**config.mk**
```make
export PLATFORM = sky130hd
export DESIGN_NAME = stopwatch_with_window_average
export DESIGN_NICKNAME = d
export VERILOG_FILES = /design/src/swa_pkg.sv /design/src/swa_div.sv /design/src/stopwatch_with_window_average.sv
export SDC_FILE = /design/constraint.sdc
export NUM_CORES = 2
export LEC_CHECK = 0
export BUFFER_PORTS_ARGS = -buffer_cell sky130_fd_sc_hd__buf_2
export CORE_AREA = 2 2 507 509
export CTS_BUF_LIST = sky130_fd_sc_hd__clkbuf_16
export CTS_CLUSTER_DIAMETER = 30
export DETAILED_ROUTE_END_ITERATION = 8
export DIE_AREA = 0 0 509 511
export PLACE_DENSITY = 0.55
export SYNTH_ARGS = -nofsm -noshare
export SYNTH_HDL_FRONTEND = slang
export SYNTH_SLANG_ARGS = --single-unit
```
**constraint.sdc**
```tcl
create_clock -name clk -period 12.4 [get_ports clk]
set_input_delay 1.24 -clock clk [delete_from_list [all_inputs] [get_ports clk]]
set_output_delay 1.24 -clock clk [all_outputs]
set_load 0.005 [all_outputs]
```
**src/swa_pkg.sv**
```systemverilog
// Shared types and constants for the stopwatch with window average.
// Holds payload structs, operation codes, sequencer states and divider status.
// No dependencies.
`timescale 1ns / 1ps
`default_nettype none

package swa_pkg;

	// Window ring geometry
	localparam int WINDOW_MAX = 16;
	localparam int RING_AW    = $clog2(WINDOW_MAX);

	// Field and state widths
	localparam int OP_W   = 3;
	localparam int TICK_W = 48;
	localparam int SUM_W  = 64;
	localparam int CNT_W  = 32;
	localparam int FILL_W = 5;
	localparam int WSUM_W = 53;

	// Serial divider geometry
	localparam int DVD_W     = 64;
	localparam int DVS_W     = 32;
	localparam int DIV_CNT_W = $clog2(DVD_W);

	// Register port
	localparam int APB_AW = 3;
	localparam int APB_DW = 32;
	localparam logic REG_IDX_WINDOW_LENGTH = 1'b0;

	typedef enum logic [OP_W-1:0] {
		OP_START    = 3'd0,
		OP_PAUSE    = 3'd1,
		OP_RESUME   = 3'd2,
		OP_STOP     = 3'd3,
		OP_ADD_TIME = 3'd4,
		OP_ADD_MEAS = 3'd5
	} op_t;

	typedef struct packed {
		logic [OP_W-1:0]   operation;
		logic [TICK_W-1:0] now;
		logic [TICK_W-1:0] duration;
	} swa_in_t;

	typedef struct packed {
		logic [TICK_W-1:0] elapsed_ticks;
		logic [TICK_W-1:0] window_average;
		logic [TICK_W-1:0] overall_average;
		logic [CNT_W-1:0]  measurement_count;
		logic [FILL_W-1:0] window_fill;
	} swa_out_t;

	typedef struct packed {
		logic busy;
		logic done;
	} div_stat_t;

	typedef enum logic [3:0] {
		S_IDLE,
		S_EXEC,
		S_REC,
		S_OLD,
		S_PUSH,
		S_DIVW,
		S_WAITW,
		S_DIVA,
		S_WAITA,
		S_DONE
	} state_t;

endpackage

`default_nettype wire

```
**src/swa_div.sv**
```systemverilog
// Restoring serial divider, one quotient bit per cycle.
// 64-bit dividend, 32-bit divisor; depends on swa_pkg.
`timescale 1ns / 1ps
`default_nettype none

module swa_div import swa_pkg::*; (
	input  wire logic             clk,
	input  wire logic             arst_n,
	input  wire logic             start,
	input  wire logic [DVD_W-1:0] dividend,
	input  wire logic [DVS_W-1:0] divisor,
	output div_stat_t             stat,
	output logic      [DVD_W-1:0] quotient
);

	logic                 busy_q;
	logic                 done_q;
	logic [DIV_CNT_W-1:0] cnt_q;
	logic [DVD_W-1:0]     dvd_q;
	logic [DVS_W-1:0]     rem_q;
	logic [DVS_W-1:0]     dvs_q;

	logic [DVS_W:0]   rem_sh;
	logic [DVS_W+1:0] diff;
	logic             fits;

	// one trial subtract per cycle
	always_comb begin
		rem_sh = {rem_q, dvd_q[DVD_W-1]};
		diff   = {1'b0, rem_sh} - {2'b00, dvs_q};
		fits   = ~diff[DVS_W+1];
	end

	// control
	always_ff @(posedge clk or negedge arst_n) begin
		if (!arst_n) begin
			busy_q <= 1'b0;
			done_q <= 1'b0;
			cnt_q  <= '0;
		end else begin
			done_q <= 1'b0;
			if (start) begin
				busy_q <= 1'b1;
				cnt_q  <= '0;
			end else if (busy_q) begin
				cnt_q <= cnt_q + 1'b1;
				if (cnt_q == {DIV_CNT_W{1'b1}}) begin
					busy_q <= 1'b0;
					done_q <= 1'b1;
				end
			end
		end
	end

	// datapath: quotient bits shift in where dividend bits leave
	always_ff @(posedge clk) begin
		if (start) begin
			dvd_q <= dividend;
			rem_q <= '0;
			dvs_q <= divisor;
		end else if (busy_q) begin
			dvd_q <= {dvd_q[DVD_W-2:0], fits};
			rem_q <= fits ? diff[DVS_W-1:0] : rem_sh[DVS_W-1:0];
		end
	end

	assign stat.busy = busy_q;
	assign stat.done = done_q;
	assign quotient  = dvd_q;

endmodule

`default_nettype wire

```
**src/stopwatch_with_window_average.sv**
```systemverilog
// Stopwatch with window average: one result beat per input beat, one item at a time.
// Each of the two averages takes its turn on the shared serial divider (64 quotient
// bits plus handoff) and is skipped when its divisor is zero. A full result register
// holds the sequencer in its done state until the pending result beat is taken.
// Reset clears timing, totals, window state and window_length; ring is not cleared.
`timescale 1ns / 1ps
`default_nettype none

module stopwatch_with_window_average import swa_pkg::*; (
	input  wire logic              clk,
	input  wire logic              arst_n,
	input  wire logic              in_valid,
	output logic                   in_ready,
	input  wire swa_in_t           in_data,
	output logic                   out_valid,
	input  wire logic              out_ready,
	output swa_out_t               out_data,
	input  wire logic              psel,
	input  wire logic              penable,
	input  wire logic              pwrite,
	input  wire logic [APB_AW-1:0] paddr,
	input  wire logic [APB_DW-1:0] pwdata,
	output logic      [APB_DW-1:0] prdata,
	output logic                   pready
);

	state_t state_q, state_d;

	// architectural state
	logic [FILL_W-1:0]  wl_q;
	logic [TICK_W-1:0]  begin_q;
	logic [TICK_W-1:0]  elapsed_q;
	logic [SUM_W-1:0]   total_q;
	logic [CNT_W-1:0]   count_q;
	logic [RING_AW-1:0] head_q;
	logic [FILL_W-1:0]  fill_q;
	logic [WSUM_W-1:0]  wsum_q;

	// working registers
	swa_in_t           cur_q;
	logic [TICK_W-1:0] meas_q;
	logic [TICK_W-1:0] win_avg_q;
	logic [TICK_W-1:0] all_avg_q;
	swa_out_t          out_q;
	logic              out_valid_q;

	// ring memory
	logic [TICK_W-1:0] ring_mem [WINDOW_MAX];
	logic [TICK_W-1:0] rd_q;

	// sequencer outputs
	logic             ring_rd;
	logic             ring_we;
	logic             div_start;
	logic             out_load;
	logic [DVD_W-1:0] div_dividend;
	logic [DVS_W-1:0] div_divisor;
	div_stat_t        div_stat;
	logic [DVD_W-1:0] div_quot;

	logic              cfg_wr;
	logic [FILL_W-1:0] win_len;
	logic              rec_op;
	logic [TICK_W-1:0] el_add;
	logic [TICK_W:0]   el_sum;
	logic [TICK_W-1:0] el_sat;
	logic [SUM_W:0]    tot_sum;
	logic [SUM_W-1:0]  tot_sat;
	logic [RING_AW-1:0] oldest;

	// register port
	assign pready = 1'b1;
	assign cfg_wr = psel & penable & pwrite & pready &
		(paddr[APB_AW-1] == REG_IDX_WINDOW_LENGTH);
	assign prdata = (paddr[APB_AW-1] == REG_IDX_WINDOW_LENGTH) ?
		{{(APB_DW-FILL_W){1'b0}}, wl_q} : '0;

	// effective window length and arithmetic helpers
	always_comb begin
		win_len = (wl_q > FILL_W'(WINDOW_MAX)) ? FILL_W'(WINDOW_MAX) : wl_q;
		rec_op  = (cur_q.operation == OP_STOP) || (cur_q.operation == OP_ADD_MEAS);
		el_add  = (cur_q.operation == OP_ADD_TIME) ? cur_q.duration : (cur_q.now - begin_q);
		el_sum  = {1'b0, elapsed_q} + {1'b0, el_add};
		el_sat  = el_sum[TICK_W] ? {TICK_W{1'b1}} : el_sum[TICK_W-1:0];
		tot_sum = {1'b0, total_q} + {{(SUM_W-TICK_W+1){1'b0}}, meas_q};
		tot_sat = tot_sum[SUM_W] ? {SUM_W{1'b1}} : tot_sum[SUM_W-1:0];
		oldest  = head_q - win_len[RING_AW-1:0];
	end

	// next state
	always_comb begin
		state_d = state_q;
		unique case (state_q)
			S_IDLE:  if (in_valid) state_d = S_EXEC;
			S_EXEC:  state_d = rec_op ? S_REC : S_DIVW;
			S_REC: begin
				if (win_len == '0)
					state_d = S_DIVW;
				else if (fill_q >= win_len)
					state_d = S_OLD;
				else
					state_d = S_PUSH;
			end
			S_OLD:   state_d = S_PUSH;
			S_PUSH:  state_d = S_DIVW;
			S_DIVW:  state_d = (fill_q != '0) ? S_WAITW : S_DIVA;
			S_WAITW: if (div_stat.done) state_d = S_DIVA;
			S_DIVA:  state_d = (count_q != '0) ? S_WAITA : S_DONE;
			S_WAITA: if (div_stat.done) state_d = S_DONE;
			S_DONE:  if (out_load) state_d = S_IDLE;
			default: state_d = S_IDLE;
		endcase
	end

	// sequencer outputs
	always_comb begin
		in_ready     = (state_q == S_IDLE);
		ring_rd      = (state_q == S_REC);
		ring_we      = (state_q == S_PUSH);
		out_load     = (state_q == S_DONE) && (!out_valid_q || out_ready);
		div_start    = ((state_q == S_DIVW) && (fill_q != '0)) ||
			((state_q == S_DIVA) && (count_q != '0));
		div_dividend = (state_q == S_DIVW) ? {{(DVD_W-WSUM_W){1'b0}}, wsum_q} : total_q;
		div_divisor  = (state_q == S_DIVW) ? {{(DVS_W-FILL_W){1'b0}}, fill_q} : count_q;
	end

	swa_div u_div (
		.clk      (clk),
		.arst_n   (arst_n),
		.start    (div_start),
		.dividend (div_dividend),
		.divisor  (div_divisor),
		.stat     (div_stat),
		.quotient (div_quot)
	);

	// ring: one write port at head, one registered read port at oldest
	always_ff @(posedge clk) begin
		if (ring_we)
			ring_mem[head_q] <= meas_q;
		if (ring_rd)
			rd_q <= ring_mem[oldest];
	end

	// state, counters and stopwatch registers
	always_ff @(posedge clk or negedge arst_n) begin
		if (!arst_n) begin
			state_q   <= S_IDLE;
			wl_q      <= '0;
			begin_q   <= '0;
			elapsed_q <= '0;
			total_q   <= '0;
			count_q   <= '0;
			head_q    <= '0;
			fill_q    <= '0;
			wsum_q    <= '0;
		end else begin
			state_q <= state_d;
			unique case (state_q)
				S_EXEC: begin
					case (cur_q.operation)
						OP_START: begin
							begin_q   <= cur_q.now;
							elapsed_q <= '0;
						end
						OP_PAUSE, OP_STOP, OP_ADD_TIME: elapsed_q <= el_sat;
						OP_RESUME: begin_q <= cur_q.now;
						default: ;
					endcase
				end
				S_REC: begin
					total_q <= tot_sat;
					if (count_q != {CNT_W{1'b1}})
						count_q <= count_q + 1'b1;
					if ((win_len != '0) && (fill_q < win_len))
						fill_q <= fill_q + 1'b1;
				end
				S_OLD: begin
					wsum_q <= wsum_q - {{(WSUM_W-TICK_W){1'b0}}, rd_q};
					fill_q <= win_len;
				end
				S_PUSH: begin
					wsum_q <= wsum_q + {{(WSUM_W-TICK_W){1'b0}}, meas_q};
					head_q <= head_q + 1'b1;
				end
				default: ;
			endcase
			// window_length write empties the window
			if (cfg_wr) begin
				wl_q   <= pwdata[FILL_W-1:0];
				head_q <= '0;
				fill_q <= '0;
				wsum_q <= '0;
			end
		end
	end

	// item payload, measurement and averages
	always_ff @(posedge clk) begin
		if (in_valid && in_ready)
			cur_q <= in_data;
		if (state_q == S_EXEC)
			meas_q <= (cur_q.operation == OP_STOP) ? el_sat : cur_q.duration;
		if ((state_q == S_DIVW) && (fill_q == '0))
			win_avg_q <= '0;
		else if ((state_q == S_WAITW) && div_stat.done)
			win_avg_q <= div_quot[TICK_W-1:0];
		if ((state_q == S_DIVA) && (count_q == '0))
			all_avg_q <= '0;
		else if ((state_q == S_WAITA) && div_stat.done)
			all_avg_q <= div_quot[TICK_W-1:0];
		if (out_load)
			out_q <= '{elapsed_ticks: elapsed_q, window_average: win_avg_q,
				overall_average: all_avg_q, measurement_count: count_q,
				window_fill: fill_q};
	end

	// output register
	always_ff @(posedge clk or negedge arst_n) begin
		if (!arst_n) begin
			out_valid_q <= 1'b0;
		end else if (out_load) begin
			out_valid_q <= 1'b1;
		end else if (out_ready) begin
			out_valid_q <= 1'b0;
		end
	end

	assign out_valid = out_valid_q;
	assign out_data  = out_q;

`ifndef SYNTH
	a_fill_in_window: assert property (@(posedge clk) disable iff (!arst_n)
		fill_q <= win_len)
		else $error("window fill exceeds window length");

	a_div_idle: assert property (@(posedge clk) disable iff (!arst_n)
		(state_q == S_IDLE) |-> !div_stat.busy)
		else $error("divider busy while sequencer idle");

	a_div_done_wait: assert property (@(posedge clk) disable iff (!arst_n)
		div_stat.done |-> ((state_q == S_WAITW) || (state_q == S_WAITA)))
		else $error("divider finished outside a wait state");

	a_out_from_done: assert property (@(posedge clk) disable iff (!arst_n)
		$rose(out_valid_q) |-> $past(state_q == S_DONE))
		else $error("result beat raised outside done state");
`endif

endmodule

`default_nettype wire

```
Word-level counts from Yosys, hierarchy flattened

Memories as Yosys holds them, arrays and structs flattened. A register that Yosys moved wholly into a read port is not among the register bits.
Cells that the tools add are included.

Bitwise operators: 5
Muxes and demuxes: 41
Reductions and logical operators: 34
Add/subtract/negate cells: 11
Magnitude comparators: 3
Equal/unequal tests: 21

Operator list:

| kind                                                            | count |
|---|---|
| 64-bit 2-to-1 mux                                               | 4 |
| 48-bit 2-to-1 mux                                               | 3 |
| 53-bit one-hot mux with 2 select lines                          | 1 |
| 48-bit one-hot mux with 2 select lines                          | 1 |
| 64-bit by 48-bit adder with 65-bit output                       | 1 |
| 53-bit by 48-bit adder with 53-bit output                       | 1 |
| 53-bit 2-to-1 mux                                               | 1 |
| 53-bit by 48-bit subtractor with 53-bit output                  | 1 |
| 48-bit by 48-bit adder with 49-bit output                       | 1 |
| 48-bit subtractor                                               | 1 |
| 4-bit one-hot mux with 10 select lines                          | 1 |
| 33-bit by 32-bit subtractor with 34-bit output                  | 1 |
| 32-bit by 1-bit adder with 32-bit output, second input constant | 1 |
| 32-bit logical NOT                                              | 1 |
| 32-bit 2-to-1 mux                                               | 1 |
| 32-bit != test, second input constant                           | 1 |
| 32-bit nonzero test                                             | 1 |
| 5-bit 2-to-1 mux                                                | 5 |
| 4-bit 2-to-1 mux                                                | 6 |
| 4-bit by 3-bit == test with 1-bit output, second input constant | 4 |
| 1-bit 2-to-1 mux                                                | 12 |
| 6-bit 2-to-1 mux                                                | 2 |
| 5-bit logical NOT                                               | 2 |
| 5-bit one-hot mux with 2 select lines                           | 1 |
| 32 further kinds                                                | 61 |

Logic and storage cells: 144
Input port bits: 141
Output and inout port bits: 216
Register bits after elaboration: 824
Memory bits (writable): 768
Memories: 1

Memory list:

| name     | depth | bits a word | read ports | clocked after Yosys merged registers in | write ports | line                                | source |
|---|---|---|---|---|---|---|---|
| ring_mem | 16    | 48          | 1          | 1                                       | 1           | stopwatch_with_window_average.sv:48 | `logic [TICK_W-1:0] ring_mem [WINDOW_MAX];` |

Longest topological paths before layout

Depth after elaboration: 7
Mapped depth: 28

Modules after synthesis

A second synthesis with hierarchy kept.

Cells, all modules: 6,040
Area total of the unflattened synthesis: 76,524.6 sq um

Modules (own cells, without submodules):

| module                        | cells an instance | area each (sq um) | instances |
|---|---|---|---|
| stopwatch_with_window_average | 5,398             | 69,277.7          | 1 |
| swa_div                       | 642               | 7,247.0           | 1 |

Least setup slack after synthesis

Ideal clock, no wire load.

Path type: reg-to-reg
Start point: register state_q[3]
End point: memory ring_mem[0][0], enable pin
Cell stages (with the launch flop): 7
Data arrival time: 5,833 ps
Setup slack: 5,994 ps
Library setup time: 573 ps
Buffers on the path: 3
Path through: dfrtp_1 clkbuf_1 nor2b_1 nand2_1 clkbuf_1 clkbuf_1 nor4_1

Longest elaborated chain between the ends: 3

Ends and longest elaborated chain:

| item                                     | line                                 | source |
|---|---|---|
| start: declaration                       | stopwatch_with_window_average.sv:27  | `state_t state_q, state_d;` |
| start signal: assignment                 | stopwatch_with_window_average.sv:158 | `state_q <= state_d;` |
| 4-bit by 3-bit == test with 1-bit output | stopwatch_with_window_average.sv:119 | `ring_we = (state_q == S_PUSH);` |
| 1-bit 2-to-1 mux                         | stopwatch_with_window_average.sv:139 | `if (ring_we)` |
| 1-bit 2-to-1 mux (implied by the code)   | stopwatch_with_window_average.sv:140 | `ring_mem[head_q] <= meas_q;` |
| end: declaration                         | stopwatch_with_window_average.sv:48  |  |

Every way passes these cells.

Worst setup path after layout

Start point: register cur_q[50] (netlist bit)
End point: register meas_q[46], data pin

Longest elaborated chain between the ends: 5

Ends and longest elaborated chain:

| item                                      | line                                 | source |
|---|---|---|
| start: declaration                        | stopwatch_with_window_average.sv:40  | `swa_in_t cur_q;` |
| start signal: assignment                  | stopwatch_with_window_average.sv:201 | `cur_q <= in_data;` |
| 48-bit subtractor                         | stopwatch_with_window_average.sv:82  | `el_add = (cur_q.operation == OP_ADD_TIME) ? cur_q.duration : (cur_q.now - begin_q);` |
| 48-bit 2-to-1 mux                         | stopwatch_with_window_average.sv:82  |  |
| 48-bit by 48-bit adder with 49-bit output | stopwatch_with_window_average.sv:83  | `el_sum = {1'b0, elapsed_q} + {1'b0, el_add};` |
| 48-bit 2-to-1 mux                         | stopwatch_with_window_average.sv:84  | `el_sat = el_sum[TICK_W] ? {TICK_W{1'b1}} : el_sum[TICK_W-1:0];` |
| 48-bit 2-to-1 mux                         | stopwatch_with_window_average.sv:203 | `meas_q <= (cur_q.operation == OP_STOP) ? el_sat : cur_q.duration;` |
| end signal: assignment                    | stopwatch_with_window_average.sv:203 |  |
| end: declaration                          | stopwatch_with_window_average.sv:41  | `logic [TICK_W-1:0] meas_q;` |

Every way passes these cells.
A chain may end at the register's enable or synchronous reset.

==> impl_summary.log <==
INFO  metric result_of_the_run = complete, no violations
INFO  metric finClkSkew = 73.14 ps
INFO  metric floorplan.die.height = 511 µm
INFO  metric postSynthAreaPerCell = 12.64 µm²
INFO  metric io_buffer_count = 299
INFO  metric async_reset_ff_share = 16.59%
INFO  metric ctsHtreeMaxLevel = 5
INFO  metric ios = 357
INFO  metric cts_resized = 0
INFO  metric worst_path_max_delay_cell = sky130_fd_sc_hd__a211oi_1
INFO  metric synth_edf_count = 1,240
INFO  metric drive_gt1_share = 18.68%
INFO  metric yosysSeqAreaShare = 61.38%
INFO  metric crit_path_frequent_cell = sky130_fd_sc_hd__a21oi_1
INFO  metric final_period_utilization = 55.16%
INFO  metric post-route-util = 36.41%
INFO  metric grt_antenna_before_repair = 5
INFO  metric cts.clk_slew.worst_paths = ~50 ps
INFO  metric cts-buffers-inserted = around 340
INFO  metric kind_of_end_point_of_the_critical_path = register
INFO  metric cts.root.buffer_cell = sky130_fd_sc_hd__clkbuf_16
INFO  metric worst_pin_slew = 1143 ps
INFO  metric postLayoutCellArea = 92,950 µm²
INFO  metric reg2reg_from = cur_q[50]
INFO  metric final.setup.tns = 0 ps
INFO  metric syn_inst = 6,007
INFO  metric max-vdd-ir-drop = 0.0001893 V
INFO  metric clkLatencyLatePin = 930 ps
INFO  metric grt_start_max_net_pins = about 120
INFO  metric grt_pass1_vias = roughly 50,000
INFO  metric r2r_setup_slack = 5560 ps
INFO  metric rsz_0062_raised_after_global_routing = false
INFO  metric die_w = 509 µm
INFO  metric die-area = ~260,000 µm²
INFO  metric global_route.usage.total = between 10% and 20%
INFO  metric synth_warnings = 0
INFO  metric slew_headroom = a little under a quarter
INFO  metric top_achievable_clock_speed = 146.2 MHz
INFO  metric fin_crit_period = just under 7000 ps
INFO  metric ys_dominant_reg_cell = sky130_fd_sc_hd__edfxtp_1
INFO  metric gp_congestion = 0.8760
INFO  metric avgViaCountPerCell = 4.950
INFO  metric mostFrequentLayoutCells = sky130_fd_sc_hd__edfxtp_1, sky130_fd_sc_hd__nand2_1, sky130_fd_sc_hd__a21oi_1
INFO  metric drt.antenna.violating_nets = 0
INFO  metric initial_core_util = 29.74%
INFO  metric worst-endpoint-arrival = about 7400 ps
INFO  metric ys_ff_latch = 1,640
INFO  metric routed_wirelength = between 200,000 and 250,000 µm
INFO  metric cts-hold-fix-buffers = 0
INFO  metric grt_remaining_overflow = 0
INFO  metric clkSinkCount = about 1,600
INFO  metric num_rows = between 150 and 200
INFO  metric worst-endpoint-required = 12,980 ps
INFO  metric hold_class = primary input to asynchronous set/reset pin
INFO  metric crit_path_buffers_inverters = 1
INFO  metric tritoncts = done
INFO  metric setup.worst_path.start_class = register
INFO  metric first_pass_grt_wire_length = 305,100 µm
INFO  metric wire_per_inst = between 15 and 20 µm
INFO  metric count_of_unique_library_cells_instantiated_by_yosys = 107
INFO  metric power_density = 177.5 nW/µm²
INFO  metric r2r-end = meas_q[46]
INFO  metric cts_post_setup_buffers_inserted = 0
INFO  metric worst-r2r-cell-count = 25
INFO  metric netlist_area_before_placement = between 70,000 and 80,000 µm²
INFO  metric initialDrtViolationCount = 4,628
INFO  metric timing.setup.critical_path_class = register to register
INFO  metric finalHoldViolCount = 0
INFO  metric drt_drc_violations_left = 0
INFO  metric cpPeakStageDelay = around 650 ps
INFO  metric dp_hpwl = approximately 130,000 µm
INFO  metric total_leakage_power = 36.26 nW
INFO  metric num-nets-final = a little under 7,000
INFO  metric total_of_max_cap_violations = 0
INFO  metric max-clock-path-buffers = 4
INFO  metric totalPowerFinal = 16.49 mW
INFO  metric finalSetupViolations = 0
INFO  metric placeableCoreArea = 255,300 µm²
INFO  metric timing_max_transition_violations_final = 0
INFO  metric worst_path_dominant_cell_family = compound AO/OA/AOI/OAI gates
INFO  metric detailed_place.area = 81,530 µm²
INFO  metric final_common_cell = sky130_fd_sc_hd__edfxtp_1
INFO  metric via_count = about 50,000
INFO  metric area_delta_synth_final = 22.41%
INFO  metric detailedRoute.firstPassIterationCount = 6
INFO  metric top_fanout_value_on_the_critical_path = 35
==> layer usage <==
metal | track usage (%) | vias up | share of wire, %
li1 | - | 23418 | -
met1 | 22.43 | 24609 | 48
met2 | 22.12 | 1700 | 43
met3 | 2.954 | 325 | 6.8
met4 | 4.244 | 4 | 2.2
met5 | 0 | - | 0.013
==> worst max-delay path by stage <==
stage / from / end / slack (ps) / cells past startpoint
floorplan: state_q[3] / ring_mem[0][0] / 5990 / 6
global placement: cur_q[50] / meas_q[46] / 5630 / 25
detailed placement: cur_q[50] / meas_q[46] / 5630 / 25
CTS: cur_q[50] / meas_q[46] / 5620 / 25
global route: cur_q[50] / meas_q[46] / 5010 / 25
finish: cur_q[50] / meas_q[46] / 5560 / 25
==> kinds of logic (layout without fill, tap and decap cells) <==
group | after synthesis | count (layout) | share of synthesized area, %
flip-flops | 1640 | 1640 | 61.38
buffers and inverters | 475 | 1167 | 2.521
XOR/XNOR | 297 | 297 | 3.426
AO/OA/AOI/OAI | 1414 | 1414 | 11.38
multiplexers | 309 | 309 | 7.325
AND/OR/NAND/NOR | 1614 | 1614 | 9.684
other | 2 | 31 | 0.009891
adder cells (fa/ha/maj) | 256 | 256 | 4.278
==> cell type report <==
type                    instances  area, µm²
flip-flops and latches       1640      46600
fillers                     24584     162400
inverters                     157      591.8
repair buffers                403       2337
clock inverters               263       2803
clock buffers                 344       8608
diodes                          3      7.507
well taps                    3384       4234
multi-input cells            3918      27760
==> where the power goes <==
part | internal (mW) | switching, mW | total [mW]
Combinational | 0.608 | 0.908 | 1.52
Sequential | 5.93 | 0.0187 | 5.95
Clock | 6.10 | 2.93 | 9.03
==> state kept, by name, summed over array words and instances (netlist names), 53 cells and up <==
signal and flops:
ring_mem 768, cur_q 99, out_data 181, u_div.quotient 64, wsum_q 53, total_q 64
==> cells in the mapped netlist, types with 13 or more instances <==
library cell               number  share of area, %
sky130_fd_sc_hd__dfrtp_1      272               9.0
sky130_fd_sc_hd__buf_4         31              0.31
sky130_fd_sc_hd__o21a_1        28              0.28
sky130_fd_sc_hd__o211ai_1      15              0.15
sky130_fd_sc_hd__nand3_1       86              0.57
sky130_fd_sc_hd__and3_1        40              0.33
sky130_fd_sc_hd__nor2_1       390               1.9
sky130_fd_sc_hd__nand2b_1      38              0.31
sky130_fd_sc_hd__inv_1        154              0.76
sky130_fd_sc_hd__o21bai_1      32              0.32
sky130_fd_sc_hd__a31oi_1       94              0.77
sky130_fd_sc_hd__a21oi_1      537               3.5
sky130_fd_sc_hd__mux2_2        53              0.79
sky130_fd_sc_hd__edfxtp_1    1240                49
sky130_fd_sc_hd__mux2i_1       64              0.84
sky130_fd_sc_hd__o31ai_1       13              0.13
sky130_fd_sc_hd__o22a_1        44              0.51
sky130_fd_sc_hd__nor4_1        28              0.23
sky130_fd_sc_hd__or3_1         22              0.18
sky130_fd_sc_hd__o21ai_0      261               1.7
sky130_fd_sc_hd__a211oi_1      89              0.88
sky130_fd_sc_hd__a21o_1       140               1.4
sky130_fd_sc_hd__buf_1         43              0.21
sky130_fd_sc_hd__xor2_1       124               1.4
sky130_fd_sc_hd__and2_1        72              0.59
sky130_fd_sc_hd__ha_1         250               4.1
sky130_fd_sc_hd__o21ai_1       47              0.31
sky130_fd_sc_hd__nor3_1        47              0.31
sky130_fd_sc_hd__nand4_1       59              0.49
sky130_fd_sc_hd__dfxtp_1      128               3.4
sky130_fd_sc_hd__mux4_2       192               5.7
sky130_fd_sc_hd__xnor2_1      173               2.0
sky130_fd_sc_hd__nand2_1      707               3.5
sky130_fd_sc_hd__nor2b_1       61              0.50
sky130_fd_sc_hd__clkbuf_1     232               1.1
==> worst register-to-register path: stages, from the launching register on <==
cell and delay (ps):
sky130_fd_sc_hd__edfxtp_1 390, sky130_fd_sc_hd__ha_1 390, sky130_fd_sc_hd__o21ai_0 110, sky130_fd_sc_hd__a21oi_1 230
sky130_fd_sc_hd__o211ai_1 180, sky130_fd_sc_hd__a211oi_1 650, sky130_fd_sc_hd__a31oi_1 280, sky130_fd_sc_hd__o21ai_1 270
sky130_fd_sc_hd__a31oi_1 180, sky130_fd_sc_hd__o21bai_1 340, sky130_fd_sc_hd__a41oi_1 190, sky130_fd_sc_hd__xnor2_1 160
sky130_fd_sc_hd__a21oi_1 290, sky130_fd_sc_hd__ha_1 370, sky130_fd_sc_hd__nand2_1 110, sky130_fd_sc_hd__o21ai_1 90
sky130_fd_sc_hd__a211oi_1 290, sky130_fd_sc_hd__o21bai_1 110, sky130_fd_sc_hd__a21oi_1 190, sky130_fd_sc_hd__nand2_1 70
sky130_fd_sc_hd__a31oi_1 200, sky130_fd_sc_hd__o31ai_2 140, sky130_fd_sc_hd__a221o_1 510, sky130_fd_sc_hd__buf_4 350
sky130_fd_sc_hd__nor3_1 280, sky130_fd_sc_hd__a21oi_1 140
==> stage by stage <==
step / setup slack (ps) / hold slack (ps) / std cells
floorplan: 5994 / 408.1 / 6033
global placement: 5628 / 412.8 / 9502
detailed placement: 5626 / 415.6 / 9502
CTS: 5618 / 371.4 / 10109
global route: 5009 / 409.8 / 10110
finish: 5560 / 364.4 / 10112
No activity file was read; power rests on OpenSTA's default activity.
